$ cat src/hdl/lfla_pkg.sv
// Package for the free-list node allocator: field widths, operation and
// status codes, and the item and link-write structs used by the modules.
// No dependencies.
`timescale 1ns / 1ps

package lfla_pkg;

   // Field widths of the request and response items
   localparam int NODE_W   = 11;
   localparam int MODE_W   = 2;
   localparam int STATUS_W = 2;

   // Packed stream widths, rounded up to whole bytes
   localparam int REQ_BITS  = MODE_W + NODE_W;
   localparam int RSP_BITS  = NODE_W + STATUS_W + NODE_W + NODE_W;
   localparam int REQ_TDATA_W = ((REQ_BITS + 7) / 8) * 8;
   localparam int RSP_TDATA_W = ((RSP_BITS + 7) / 8) * 8;

   // Pool size defaults
   localparam int DEF_MAX_NODES = 1024;
   localparam logic [NODE_W-1:0] CAPACITY_RESET = NODE_W'(1024);

   typedef enum logic [MODE_W-1:0] {
      MODE_ALLOC = 2'd0,
      MODE_FREE  = 2'd1,
      MODE_CLEAR = 2'd2,
      MODE_NOP   = 2'd3
   } mode_type;

   typedef enum logic [STATUS_W-1:0] {
      ST_OK        = 2'd0,
      ST_EXHAUSTED = 2'd1,
      ST_EMPTY     = 2'd2,
      ST_BAD_INDEX = 2'd3
   } status_type;

   typedef struct packed {
      logic [NODE_W-1:0] node_in;
      mode_type          mode;
   } req_type;

   typedef struct packed {
      logic [NODE_W-1:0] peak_in_use;
      logic [NODE_W-1:0] in_use;
      status_type        status;
      logic [NODE_W-1:0] node_out;
   } rsp_type;

   // One write into the link store
   typedef struct packed {
      logic              we;
      logic [NODE_W-1:0] addr;
      logic [NODE_W-1:0] data;
   } link_wr_type;

endpackage

$ cat src/hdl/lfla_exec.sv
// Allocator state (free head, in-use count, peak) and the single-pass
// logic that turns one request plus the head's link into one response.
// Depends on lfla_pkg.
`timescale 1ns / 1ps

module lfla_exec #(
   parameter int MAX_NODES = lfla_pkg::DEF_MAX_NODES
) (
   input  logic                         clock,
   input  logic                         reset,
   input  logic                         commit,
   input  lfla_pkg::req_type            req,
   input  logic [lfla_pkg::NODE_W-1:0]  head_link_raw,
   input  logic [lfla_pkg::NODE_W-1:0]  capacity,
   output logic [lfla_pkg::NODE_W-1:0]  head_addr,
   output lfla_pkg::link_wr_type        link_wr,
   output lfla_pkg::rsp_type            rsp
);

   localparam int NW = lfla_pkg::NODE_W;

   logic [NW-1:0] head_ff, head_in;
   logic [NW-1:0] used_ff, used_in;
   logic [NW-1:0] peak_ff, peak_in;
   logic          link1_zero_ff, link1_zero_in;

   logic [NW-1:0] cap_eff;
   logic [NW-1:0] head_link;
   logic [NW-1:0] next_head;

   // effective capacity = min(register, pool size)
   assign cap_eff = (32'(capacity) < MAX_NODES) ? capacity : NW'(MAX_NODES);

   // node 1's link is zero after reset or clear until a free writes it
   assign head_link = (head_ff == NW'(1) && link1_zero_ff) ? '0 : head_link_raw;

   assign head_addr = head_ff;

   always_comb begin
      head_in       = head_ff;
      used_in       = used_ff;
      peak_in       = peak_ff;
      link1_zero_in = link1_zero_ff;
      link_wr       = '0;
      next_head     = head_link;
      rsp.node_out  = '0;
      rsp.status    = lfla_pkg::ST_OK;

      case (req.mode)
         lfla_pkg::MODE_ALLOC: begin
            if (used_ff >= cap_eff) begin
               rsp.status = lfla_pkg::ST_EXHAUSTED;
            end else begin
               // zero link: everything above is untouched, step to head+1
               if (head_link == '0) begin
                  next_head    = head_ff + NW'(1);
                  link_wr.we   = 1'b1;
                  link_wr.addr = next_head;
                  link_wr.data = '0;
               end
               head_in      = next_head;
               used_in      = used_ff + NW'(1);
               if (used_in > peak_ff) begin
                  peak_in = used_in;
               end
               rsp.node_out = head_ff;
            end
         end
         lfla_pkg::MODE_FREE: begin
            if (used_ff == '0) begin
               rsp.status = lfla_pkg::ST_EMPTY;
            end else if (req.node_in == '0 || req.node_in > cap_eff) begin
               rsp.status = lfla_pkg::ST_BAD_INDEX;
            end else begin
               // push onto the head
               link_wr.we   = 1'b1;
               link_wr.addr = req.node_in;
               link_wr.data = head_ff;
               head_in      = req.node_in;
               used_in      = used_ff - NW'(1);
               if (req.node_in == NW'(1)) begin
                  link1_zero_in = 1'b0;
               end
            end
         end
         lfla_pkg::MODE_CLEAR: begin
            head_in       = NW'(1);
            used_in       = '0;
            peak_in       = '0;
            link1_zero_in = 1'b1;
         end
         default: begin
         end
      endcase

      if (!commit) begin
         link_wr.we = 1'b0;
      end

      rsp.in_use      = used_in;
      rsp.peak_in_use = peak_in;
   end

   // state update once per item
   always_ff @(posedge clock) begin
      if (reset) begin
         head_ff       <= NW'(1);
         used_ff       <= '0;
         peak_ff       <= '0;
         link1_zero_ff <= 1'b1;
      end else if (commit) begin
         head_ff       <= head_in;
         used_ff       <= used_in;
         peak_ff       <= peak_in;
         link1_zero_ff <= link1_zero_in;
      end
   end

endmodule

$ cat config.mk
export PLATFORM = sky130hd
export DESIGN_NAME = lfla_exec
export DESIGN_NICKNAME = d
export VERILOG_FILES = /design/src/hdl/lfla_pkg.sv /design/src/hdl/lfla_exec.sv
export SDC_FILE = /design/constraint.sdc
export NUM_CORES = 1
export LEC_CHECK = 0
export BUFFER_PORTS_ARGS = -buffer_cell sky130_fd_sc_hd__buf_2
export CAP_MARGIN = 15
export CORE_MARGIN = 2
export CORE_UTILIZATION = 44
export DETAILED_ROUTE_END_ITERATION = 8
export PLACE_DENSITY = 0.71
export SLEW_MARGIN = 0
export SYNTH_ARGS = -nofsm -noshare
export SYNTH_HDL_FRONTEND = slang
export SYNTH_SLANG_ARGS = --single-unit
export TNS_END_PERCENT = 5
$ cat constraint.sdc
create_clock -name clock -period 3.1 [get_ports clock]
set_input_delay 0.31 -clock clock [delete_from_list [all_inputs] [get_ports clock]]
set_output_delay 0.31 -clock clock [all_outputs]
set_load 0.01 [all_outputs]
==> key figures, run 1 <==
Timing
  • Fin crit period: 3.32 ns
  • RSZ-0062 raised after global routing: yes
  • Clock Skew: 0.00771 ns
  • Final setup fails: 45
  • Highest clock rate: 301 MHz
  • Slew HR: 61.2%
  • Worst-margin pin slew: 0.580 ns
  • Final Cycle Share: 107%
  • Max-slew violation count: 0
  • Final Worst Setup Slack: -0.217 ns
  • Hold Vio Cnt, Final: 0

Finish
  • Nets: 831
  • Fin util: 70.0%
  • Layout cells sized above 1: 43.7%
  • Diodes inserted: 0
  • Fillers: 714
  • Most common cell after layout, fill and taps aside: buf_4
  • Layout area overhead: 54.1%
  • Most frequent cells in the layout: buf_4 (99), buf_2 (95), nand2_1 (65)
  • Final Non-Filler Cells: 861
  • Register Area: 693 µm²
  • Multi-input gate area: 0.00341 mm²
  • Post-route cell area: 0.00611 mm²

Clocking
  • CTS root buffer: clkbuf_8
  • Clock Latency Late Sink: 0.29 ns
  • Total CTS buffers: 5
  • Clock buffer depth: 2
  • CTS tree: done
  • Clk sink count: 34
  • Clk slew on worst S/H paths: 0.08 ns
  • H-tree Lvls: 2
  • Hold_buf cts: 0

Worst setup path
  • Critical path, cell by cell: buf_6, clkinvlp_4, ha_2, nand3_1, or3_1, a21oi_1, buf_4, nor3_1, buf_4, buf_4, nand3b_1, a21oi_1, a21o_1, buf_2
  • Worst reg-to-reg setup slack: 0.10 ns
  • Startpoint class of the critical path: register
  • R2R Path Start: used_ff[0]$_SDFFE_PP0P_
  • CP max FO: 6
  • Crit path to: rsp[23]
  • Data required, critical path: 2.79 ns
  • CP Class: register to output pin
  • Nature of the critical path endpoint: output pin
  • Top delay family on crit path: buffers and inverters
  • CP peak stage delay: 0.38 ns
  • Crit path DAT: 3.01 ns
  • Worst Path Buf+Inv: 6
  • Critical Path Start: used_ff[0]$_SDFFE_PP0P_
  • R2r worst-path depth: 14
  • Most frequent CP cell: buf_4
  • Crit path depth: 14
  • Reg2reg end: peak_ff[5]$_SDFFE_PP0P_
  • Worst path slowest cell: ha_2

GRT
  • GR peak layer: met2
  • Initial antenna violation count: 0
  • Largest net degree at the start of global routing: 22
  • Gr ovfl total: 0
  • Vias in the first global route: 5265
  • GRT met1 Usage: 47.1%
  • Tot GR Track Use: 35.4%
  • First-pass GRT wire length: 27.7 mm
  • GR met3 Demand/Resource: 5.89%
  • M2 GR Usage: 57.4%

Power
  • Leakage power figure: 0.00282 µW
  • Switch share: 38.5%
  • Sequential Power Share: 25.3%
  • Power Total: 2000 µW
  • Sw power: 768 µW
  • Comb pwr share: 49.2%
  • PwrDens: 327 mW/mm²
  • Peak supply drop: 0.000276 V
  • Cell internal pwr: 1230 µW
  • Clk pwr share: 25.5%

Detailed routing
  • Drc violations: 0
  • Routed WL: 17.7 mm
  • Iteration-0 DRC Markers: 563
  • Avg WL per Cell: 20.5 µm
  • TritonRoute pass-1 iters: 5
  • Detailed-route via count: 5348
  • ANT nets after route: 0
  • Vias per cell: 6.21

Die
  • Ports: 107
  • Core area: 0.00872 mm²
  • Die X: 98.9 µm
  • Site Rows: 34
  • Initial Utilization: 45.4%
  • Die area: 0.00978 mm²
  • Die Y: 98.9 µm

Job
  • Number of max-cap violations: 0

Logic synthesis
  • Yosys reg bits: 34
  • Post-synth ARST share: 0%
  • Cells after Synth: 560
  • Number of enable flip-flop cells after synthesis: 0
  • Post-synth cell types: 70
  • Leading area contributor after synthesis: dfxtp_1
  • Synth Net Count: 639
  • Ys Warns: 0
  • Post-synth top area share: 17.2%
  • Post-Syn Area: 0.00396 mm²
  • Ys flop type: dfxtp_1
  • Avg Cell Area, Syn: 7.07 µm²
  • Register area share after synthesis: 17.2%
  • Synth top area cells: dfxtp_1 (17%), ha_1 (13%), nand2_1 (6.8%)

Placed design
  • DP HPWL: 13.4 mm
  • Placed Cells: 838
  • IO buf count: 106
  • Post-DP Area: 0.00531 mm²
  • GPL Wtd Cong: 0.980

Status
  • Failing checks: negative setup slack
  • Run status: finished with violations

Hold path
  • Min-Delay Path Class: input port to register
  • Hold depth: 3
what timing repair did:
action                                  CTS  global route
setup buffers                            11             2
pin swaps                                23            20
gates resized for setup                  65            52
cloned                                    3             1
endpoints found under the setup margin   46            55
cell usage after synthesis, types with 6 or more instances:
cell type  number
and3_1         13
inv_1          24
dfxtp_1        34
clkbuf_1       29
xnor2_1        11
nand3_1        21
nor4_1         11
nand2_1        72
a22o_1         10
a2bb2oi_1       6
and2_1         15
buf_2           6
a21oi_1        36
nor2_1         36
xor2_1          9
a211oi_1       12
nor3_1         15
o21ai_0        26
a31oi_1         7
nand4_1        13
nand3b_1        6
ha_1           41
o21ai_1        18
registers in the layout (all words and copies together), names as in the netlist:
signal and cells:
link1_zero_ff 1, used_ff 11, peak_ff 11, head_addr 11
routing by layer:
metal  up-vias  part of all wire (%)
met5         -                     0
met4         0                   3.0
met3        47                   9.2
met2       324                    47
met1      2519                    41
li1       2458                     -
how the worst min path moves through the flow:
stage / from / to / slack (ns)
after floorplan: peak_ff[1]$_SDFFE_PP0P_ / peak_ff[1]$_SDFFE_PP0P_ / 0.46
after global placement: peak_ff[5]$_SDFFE_PP0P_ / peak_ff[5]$_SDFFE_PP0P_ / 0.48
after detailed placement: peak_ff[4]$_SDFFE_PP0P_ / peak_ff[4]$_SDFFE_PP0P_ / 0.49
after CTS: commit / used_ff[5]$_SDFFE_PP0P_ / 0.44
after global routing: commit / link1_zero_ff$_SDFFE_PP1P_ / 0.45
final: commit / used_ff[8]$_SDFFE_PP0P_ / 0.45
power by group through the flow:
stage,logic [µW],clock network [µW],registers (µW)
global placement,814,0,508
detailed placement,823,0,508
CTS,920,507,500
global route,1060,534,508
finish,981,509,506
floorplan,461,0,500
logic make-up after synthesis:
family / Yosys count / synth area share [%]
multiplexers: 4 / 1.04
flip-flops: 34 / 17.2
XOR/XNOR: 20 / 4.42
adder cells (fa/ha/maj): 41 / 13.0
AND/OR/NAND/NOR: 228 / 29.0
buffers and inverters: 65 / 6.57
AO/OA/AOI/OAI: 168 / 28.9
worst min-delay path: cells and delay by family:
family	cells	cell delay [ns]
buf+inv	1	0.21
simple gates	2	0.19
area by class of cell:
type,instances,area share [%]
sequential,34,11.4
multi-input combinational,461,55.9
inverter,27,1.84
clock buffer,5,1.13
tap,108,2.21
timing repair buffer,223,26.4
clock inverter,3,1.13
stage by stage:
step / hold WS [ns] / worst slack, ns / setup TNS (ns)
floorplan: 0.464 / 0.0147 / 0
global placement: 0.480 / -0.352 / -5.21
detailed placement: 0.485 / -0.333 / -7.85
CTS: 0.437 / -0.174 / -4.60
global route: 0.451 / -0.400 / -8.16
finish: 0.449 / -0.217 / -4.10
Note: power is estimated with default switching activity, not from simulation.
==> inputs of run 2 (changes only) <==
- CORE_UTILIZATION: 44 -> 45
- PLACE_DENSITY: 0.71 -> 0.73
==> run 2 against run 1 <==
Against the previous run:
- the flow still finishes with violations (negative setup slack)
- global-route usage fell by 1.1 points
- clock power fell by 25%
- final cell count increased by 1.4%
- fmax shrank 7.9%
- combinational power down 4.4%
- critical endpoint is now rsp[32]
- largest cell class unchanged
==> key figures, run 2 (same netlist as run 1, synthesis figures left out) <==
Detailed routing
  • Avg WL per Cell: 20.0 µm (-2.5%)
  • Iteration-0 DRC Markers: 546 (-3.0%)
  • Detailed-route via count: 5389 (+0.77%)
  • Drc violations: 0 (unchanged)
  • TritonRoute pass-1 iters: 5 (unchanged)
  • Routed WL: 17.5 mm (-1.1%)
  • ANT nets after route: 0 (unchanged)
  • Vias per cell: 6.17 (-0.62%)

Timing
  • Final Worst Setup Slack: -0.503 ns (-0.286 ns)
  • Worst-margin pin slew: 0.572 ns (-0.00877 ns)
  • Max-slew violation count: 0 (unchanged)
  • Slew HR: 61.8% (+0.69 points)
  • WHS: 0.430 ns (-0.0190 ns)
  • RSZ-0062 raised after global routing: yes
  • Hold Vio Cnt, Final: 0 (unchanged)
  • Clock Skew: 0.00547 ns (-0.00224 ns)
  • Highest clock rate: 278 MHz (-7.9%)
  • Fin crit period: 3.60 ns (+0.286 ns)
  • Final setup fails: 50 (+11%)
  • Final Cycle Share: 116% (+9.2 points)

Clocking
  • H-tree Lvls: 2 (unchanged)
  • Clock buffer depth: 2 (unchanged)
  • CTS root buffer: clkbuf_8
  • Clock Latency Late Sink: 0.31 ns (+0.02 ns)
  • CTS tree: done
  • Clk slew on worst S/H paths: 0.08 ns (about the same)
  • Clk sink count: 34 (unchanged)
  • Hold_buf cts: 0 (unchanged)
  • Total CTS buffers: 5 (unchanged)

GRT
  • M2 GR Usage: 56.2% (-1.2 points)
  • First-pass GRT wire length: 26.5 mm (-4.2%)
  • GRT met1 Usage: 45.0% (-2.1 points)
  • Vias in the first global route: 5114 (-2.9%)
  • Initial antenna violation count: 0 (unchanged)
  • GR met3 Demand/Resource: 4.29% (-1.6 points)
  • Largest net degree at the start of global routing: 22 (unchanged)
  • Gr ovfl total: 0 (unchanged)
  • GR peak layer: met2
  • Tot GR Track Use: 34.3% (-1.1 points)

Worst setup path
  • Data required, critical path: 2.79 ns (about the same)
  • Critical path, cell by cell: ha_4, nand3_4, nor3_4, buf_4, xor2_4, ha_4, a21oi_2, nor2b_1, o21ai_1, nand2_1, o311a_4, clkbuf_16, o21ai_2, buf_2
  • Nature of the critical path endpoint: output pin
  • Crit path depth: 14 (unchanged)
  • Worst Path Buf+Inv: 3 (-3)
  • R2R Path Start: used_ff[1]$_SDFFE_PP0P_
  • Crit path DAT: 3.29 ns (+0.28 ns)
  • Worst path slowest cell: o311a_4
  • CP Class: register to output pin
  • Crit path to: rsp[32]
  • Reg2reg end: used_ff[10]$_SDFFE_PP0P_
  • Startpoint class of the critical path: register
  • CP max FO: 5 (-1)
  • R2r worst-path depth: 23 (+9)
  • Top delay family on crit path: compound AO/OA/AOI/OAI gates
  • CP peak stage delay: 0.46 ns (+0.08 ns)
  • Critical Path Start: used_ff[1]$_SDFFE_PP0P_
  • Most frequent CP cell: ha_4
  • Worst reg-to-reg setup slack: -0.24 ns (-0.34 ns)

Status
  • Failing checks: negative setup slack
  • Run status: finished with violations

Die
  • Initial Utilization: 45.9% (+0.45 points)
  • Die area: 0.00957 mm² (-2.1%)
  • Die Y: 97.8 µm (-1.1%)
  • Die X: 97.8 µm (-1.1%)
  • Core area: 0.00864 mm² (-0.98%)
  • Site Rows: 34 (unchanged)
  • Ports: 107 (unchanged)

Finish
  • Most common cell after layout, fill and taps aside: buf_4
  • Diodes inserted: 0 (unchanged)
  • Most frequent cells in the layout: buf_4 (115), buf_2 (106), nand2_1 (69)
  • Layout area overhead: 50.5%
  • Layout cells sized above 1: 41.4% (-2.3 points)
  • Nets: 843 (+1.4%)
  • Fin util: 69.0% (-0.99 points)

Placed design
  • Pre-CTS setup slack: -0.207 ns (+0.126 ns)
  • DP HPWL: 12.5 mm (-6.8%)
  • IO buf count: 106 (unchanged)
  • GPL Wtd Cong: 0.962 (-1.8%)

Power
  • Leakage power figure: 0.00280 µW (-0.74%)
  • PwrDens: 305 mW/mm² (-6.7%)
  • Peak supply drop: 0.000157 V (-43%)

Job
  • Number of max-cap violations: 0 (unchanged)

Hold path
  • Min-Delay Path Class: input port to register
run 2: what timing repair did:
item / CTS / global route
setup endpoints to repair: 55 / 59
pin swaps: 12 / 11
gates resized for setup: 50 / 17
hold endpoints to repair: 0 / 0
buffers inserted: 24 / 7
cloned: 1 / 2
run 2: report_power, final:
part,total (µW),switching (µW),internal (µW)
clock,380,200,179
sequential,499,38.0,461
combinational,938,524,414
run 2: layout make-up:
class / count / area (µm²)
repair buffers: 235 / 1630
clock inverters: 2 / 12.5
inverters: 27 / 105
fillers: 726 / 2680
clock buffers: 6 / 82.6
well taps: 108 / 135
flip-flops and latches: 34 / 689
multi-input cells: 461 / 3310
run 2: how the worst min path moves through the flow:
| stage | start | end | slack, ns | cells past startpoint |
|---|---|---|---|---|
| finish | commit | used_ff[5]$_SDFFE_PP0P_ | 0.43 | 2 |
| global route | commit | link1_zero_ff$_SDFFE_PP1P_ | 0.45 | 3 |
| CTS | commit | used_ff[5]$_SDFFE_PP0P_ | 0.42 | 2 |
| detailed placement | peak_ff[7]$_SDFFE_PP0P_ | peak_ff[7]$_SDFFE_PP0P_ | 0.49 | 1 |
| global placement | peak_ff[3]$_SDFFE_PP0P_ | peak_ff[3]$_SDFFE_PP0P_ | 0.48 | 1 |
| floorplan | peak_ff[1]$_SDFFE_PP0P_ | peak_ff[1]$_SDFFE_PP0P_ | 0.46 | 1 |
run 2: metal layers:
layer  vias up  wire length, µm  part of all wire (%)
met5         -                0                     0
met4         0              736                   4.2
met3        61             1190                   6.8
met2       295             8290                    47
met1      2553             7250                    42
li1       2480                -                     -
run 2: stage by stage:
| step | instance area [µm²] | instances | power (µW) | setup TNS (ns) |
|---|---|---|---|---|
| 2_1_floorplan | 4020 | 560 | 961 | 0 |
| 3_3_place_gp | 5310 | 834 | 1310 | -1.09 |
| 3_5_place_dp | 5310 | 834 | 1320 | -4.04 |
| 4_1_cts | 5810 | 865 | 1740 | -2.02 |
| 5_1_grt | 5960 | 873 | 1900 | -11.81 |
| 6_report | 5960 | 873 | 1820 | -8.01 |
==> inputs of run 3 (changes only) <==
- ABC_AREA: default -> 1
- PLACE_DENSITY: 0.73 -> 0.72
==> run 3 against run 2 <==
Against the previous run:
- the run still ends with negative setup slack left
- design area fell by 9.5%
- setup slack improved by 0.41 ns
- non-clock buffer count fell by 90
- clock skew rose by 0.0011 ns
==> key figures, run 3 <==
Status
  • Run status: finished with violations
  • Failing checks: negative setup slack

Logic synthesis
  • Synth top area cells: nand2_1 (19%), dfxtp_1 (16%), ha_1 (12%)
  • Xor/xnor cell area share of the yosys netlist: 2.18% (-2.2 points)
  • Yosys reg bits: 34 (unchanged)
  • Ys Warns: 0 (unchanged)
  • Compound-gate portion of the synthesized area: 13.0% (-16 points)
  • Post-Synth Simple-Gate Area: 42.8% (+14 points)
  • Most frequent cell after synthesis: nand2_1
  • Multiplexer share of the synthesized area: 0% (-1.0 points)
  • Post-synth top area share: 19.4% (+2.2 points)
  • Number of enable flip-flop cells after synthesis: 0 (unchanged)
  • Adder-cell share of the synthesized area: 11.8% (-1.2 points)
  • Leading area contributor after synthesis: nand2_1
  • Synth cell count leaders: nand2_1 (225), inv_1 (108), nand3_1 (79)
  • Synth Net Count: 843 (+32%)
  • Cells after Synth: 764 (+36%)
  • Post-Syn Area: 0.00436 mm² (+10%)
  • Largest family of logic cells by synthesized area: simple AND/OR/NAND/NOR gates
  • Post-synth cell types: 39 (-44%)
  • Avg Cell Area, Syn: 5.71 µm² (-19%)
  • Register area share after synthesis: 15.6% (-1.6 points)
  • Post-synth ARST share: 0% (unchanged)
  • Ys flop type: dfxtp_1

Clocking
  • H-tree Lvls: 2 (unchanged)
  • CTS root buffer: clkbuf_8
  • Clk sink count: 34 (unchanged)
  • Hold_buf cts: 0 (unchanged)
  • Clock buffer depth: 2 (unchanged)
  • Total CTS buffers: 5 (unchanged)
  • Clk slew on worst S/H paths: 0.08 ns (about the same)
  • CTS tree: done
  • Clock Latency Late Sink: 0.30 ns (about the same)

Detailed routing
  • Drc violations: 0 (unchanged)
  • Iteration-0 DRC Markers: 377 (-31%)
  • Avg WL per Cell: 14.0 µm (-30%)
  • ANT nets after route: 0 (unchanged)
  • Detailed-route via count: 5372 (-0.32%)
  • TritonRoute pass-1 iters: 8 (+3)
  • Routed WL: 14.3 mm (-18%)
  • Vias per cell: 5.28 (-15%)

Die
  • Site Rows: 35 (+2.9%)
  • Ports: 107 (unchanged)
  • Core area: 0.00933 mm² (+8.0%)
  • Die X: 102 µm (+4.7%)
  • Die Y: 102 µm (+4.7%)
  • Initial Utilization: 46.8% (+0.89 points)
  • Die area: 0.0105 mm² (+9.7%)

GRT
  • Vias in the first global route: 4700 (-8.1%)
  • Largest net degree at the start of global routing: 29 (+32%)
  • Tot GR Track Use: 26.9% (-7.3 points)
  • First-pass GRT wire length: 22.4 mm (-16%)
  • Gr ovfl total: 0 (unchanged)
  • Initial antenna violation count: 0 (unchanged)

Timing
  • Fin crit period: 3.19 ns (-0.409 ns)
  • Final Worst Setup Slack: -0.0942 ns (+0.409 ns)
  • Highest clock rate: 313 MHz (+13%)
  • RSZ-0062 raised after global routing: yes
  • Worst-margin pin slew: 0.592 ns (+0.0199 ns)
  • Slew HR: 60.6% (-1.3 points)
  • Final Cycle Share: 103% (-13 points)
  • Clock Skew: 0.00653 ns (+0.00107 ns)
  • Max-slew violation count: 0 (unchanged)
  • Final setup fails: 11 (-78%)
  • Hold Vio Cnt, Final: 0 (unchanged)

Worst setup path
  • Nature of the critical path endpoint: output pin
  • Worst Path Buf+Inv: 3 (unchanged)
  • Most frequent CP cell: nand2_2
  • R2r worst-path depth: 23 (unchanged)
  • Startpoint class of the critical path: register
  • CP Class: register to output pin
  • CP max FO: 7 (+2)
  • Top delay family on crit path: simple AND/OR/NAND/NOR gates
  • Critical path, cell by cell: nand2_2, nor2_4, nand2_2, nor2_1, nand2_1, nor2_2, xor2_2, ha_1, nand2_2, nor2_4, and2_4, nand4_1, buf_4, buf_6, nand4_1, nand3_1, o21ai_1, buf_2
  • Worst path slowest cell: dfxtp_1
  • Crit path DAT: 2.88 ns (-0.41 ns)
  • CP peak stage delay: 0.37 ns (-0.09 ns)
  • Reg2reg end: peak_ff[9]$_SDFFE_PP0P_
  • R2R Path Start: used_ff[4]$_SDFFE_PP0P_
  • Worst reg-to-reg setup slack: 0.02 ns (+0.26 ns)
  • Data required, critical path: 2.79 ns (about the same)

Hold path
  • Hold Startpoint: head_link_raw[0]
  • Min-Delay Path Class: input port to register
  • Hold Crit Endpoint: head_addr[0]$_SDFFE_PP1P_
  • Hold depth: 5 (+3)

Finish
  • Fillers: 981 (+35%)
  • Final Non-Filler Cells: 1018 (+17%)
  • Most common cell after layout, fill and taps aside: nand2_1
  • Fin util: 57.9% (-11 points)
  • Diodes inserted: 0 (unchanged)
  • Nets: 967 (+15%)
  • Layout cells sized above 1: 23.4% (-18 points)
  • Most frequent cells in the layout: nand2_1 (220), inv_1 (108), buf_2 (106)
  • Layout area overhead: 23.7%

Power
  • Power Total: 1840 µW (+1.1%)
  • Leakage power figure: 0.00315 µW (+13%)
  • Sequential Power Share: 27.9% (+0.4 points)
  • Cell internal pwr: 995 µW (-5.6%)
  • Peak supply drop: 0.000255 V (+63%)
  • Switch share: 45.8% (+3.8 points)
  • Comb pwr share: 53.1% (+1.5 points)
  • Clk pwr share: 19.0% (-1.9 points)
  • PwrDens: 340 mW/mm² (+12%)
  • Sw power: 841 µW (+10%)

Placed design
  • IO buf count: 106 (unchanged)
  • Pre-CTS setup slack: 0.0723 ns (+0.279 ns)
  • DP HPWL: 11.1 mm (-11%)
  • GPL Wtd Cong: 0.950 (-1.2%)
  • Placed Cells: 1000 (+20%)

Job
  • Number of max-cap violations: 0 (unchanged)
-- run 3: cell count changes in the layout (fill, tap and decap cells not counted), sizes merged, moves of 13 or more --
cell,previous run,this run
and3,13,0
inv,25,118
nor2,38,77
nand2,74,234
and2,15,1
nand3,21,84
buf,233,145
-- run 3: tightest hold or removal path, delay by kind of cell --
| kind | cells | cell delay [ns] |
|---|---|---|
| buffers and inverters | 1 | 0.09 |
| AND/OR/NAND/NOR | 2 | 0.13 |
| AO/OA/AOI/OAI | 2 | 0.11 |
-- run 3: timing repair --
action,4_1_cts,5_1_grt
endpoints found under the setup margin,11,15
cloned,0,1
pin swaps,16,10
buffers inserted,8,1
resized for setup,20,15
-- run 3: final cells by class --
class                   instances  area [µm²]  share of cell area (%)
clock buffers                   5        68.8                    1.28
flip-flops and latches         34         683                    12.7
multi-input cells             580        3150                    58.4
clock inverters                 3        21.3                   0.394
repair buffers                145         850                    15.7
well taps                     129         161                    2.99
inverters                     122         460                    8.53
-- run 3: cell families after synthesis --
logic type	after synthesis
flip-flops	34
adder cells (fa/ha/maj)	41
AO/OA/AOI/OAI	102
AND/OR/NAND/NOR	426
XOR/XNOR	10
buffers and inverters	151
-- run 3: per-layer routing --
layer / up-vias / part of all wire, % / GRT usage, %
li1: 2699 / - / -
met1: 2394 / 44 / 37.3
met2: 255 / 45 / 43.2
met3: 24 / 8.6 / 3.56
met4: 0 / 2.1 / 8.51
met5: - / 0 / 0
-- run 3: metrics by stage --
| stage | hold WS [ns] | TNS [ns] | instance area [µm²] |
|---|---|---|---|
| after floorplan | 0.443 | 0 | 4360 |
| after global placement | 0.482 | 0 | 5110 |
| after detailed placement | 0.491 | 0 | 5110 |
| after CTS | 0.367 | -1.30 | 5330 |
| after global routing | 0.407 | -3.02 | 5400 |
| final | 0.371 | -0.636 | 5400 |
-- run 3: worst max path at each step --
stage                                        from      end  slack (ns)  cells after the start
after floorplan           used_ff[1]$_SDFFE_PP0P_  rsp[27]        0.26                     17
after global placement    used_ff[0]$_SDFFE_PP0P_  rsp[34]        0.15                     19
after detailed placement  used_ff[0]$_SDFFE_PP0P_  rsp[34]        0.07                     19
after CTS                 used_ff[1]$_SDFFE_PP0P_  rsp[33]       -0.14                     18
after global routing      used_ff[0]$_SDFFE_PP0P_  rsp[28]       -0.27                     19
final                     used_ff[4]$_SDFFE_PP0P_  rsp[33]       -0.09                     18
-- run 3: power groups by stage --
stage / combinational, µW / sequential [µW] / clock, µW
detailed placement: 889 / 519 / 0
CTS: 933 / 511 / 359
global placement: 886 / 519 / 0
finish: 975 / 512 / 348
floorplan: 613 / 522 / 0
global route: 1090 / 517 / 376
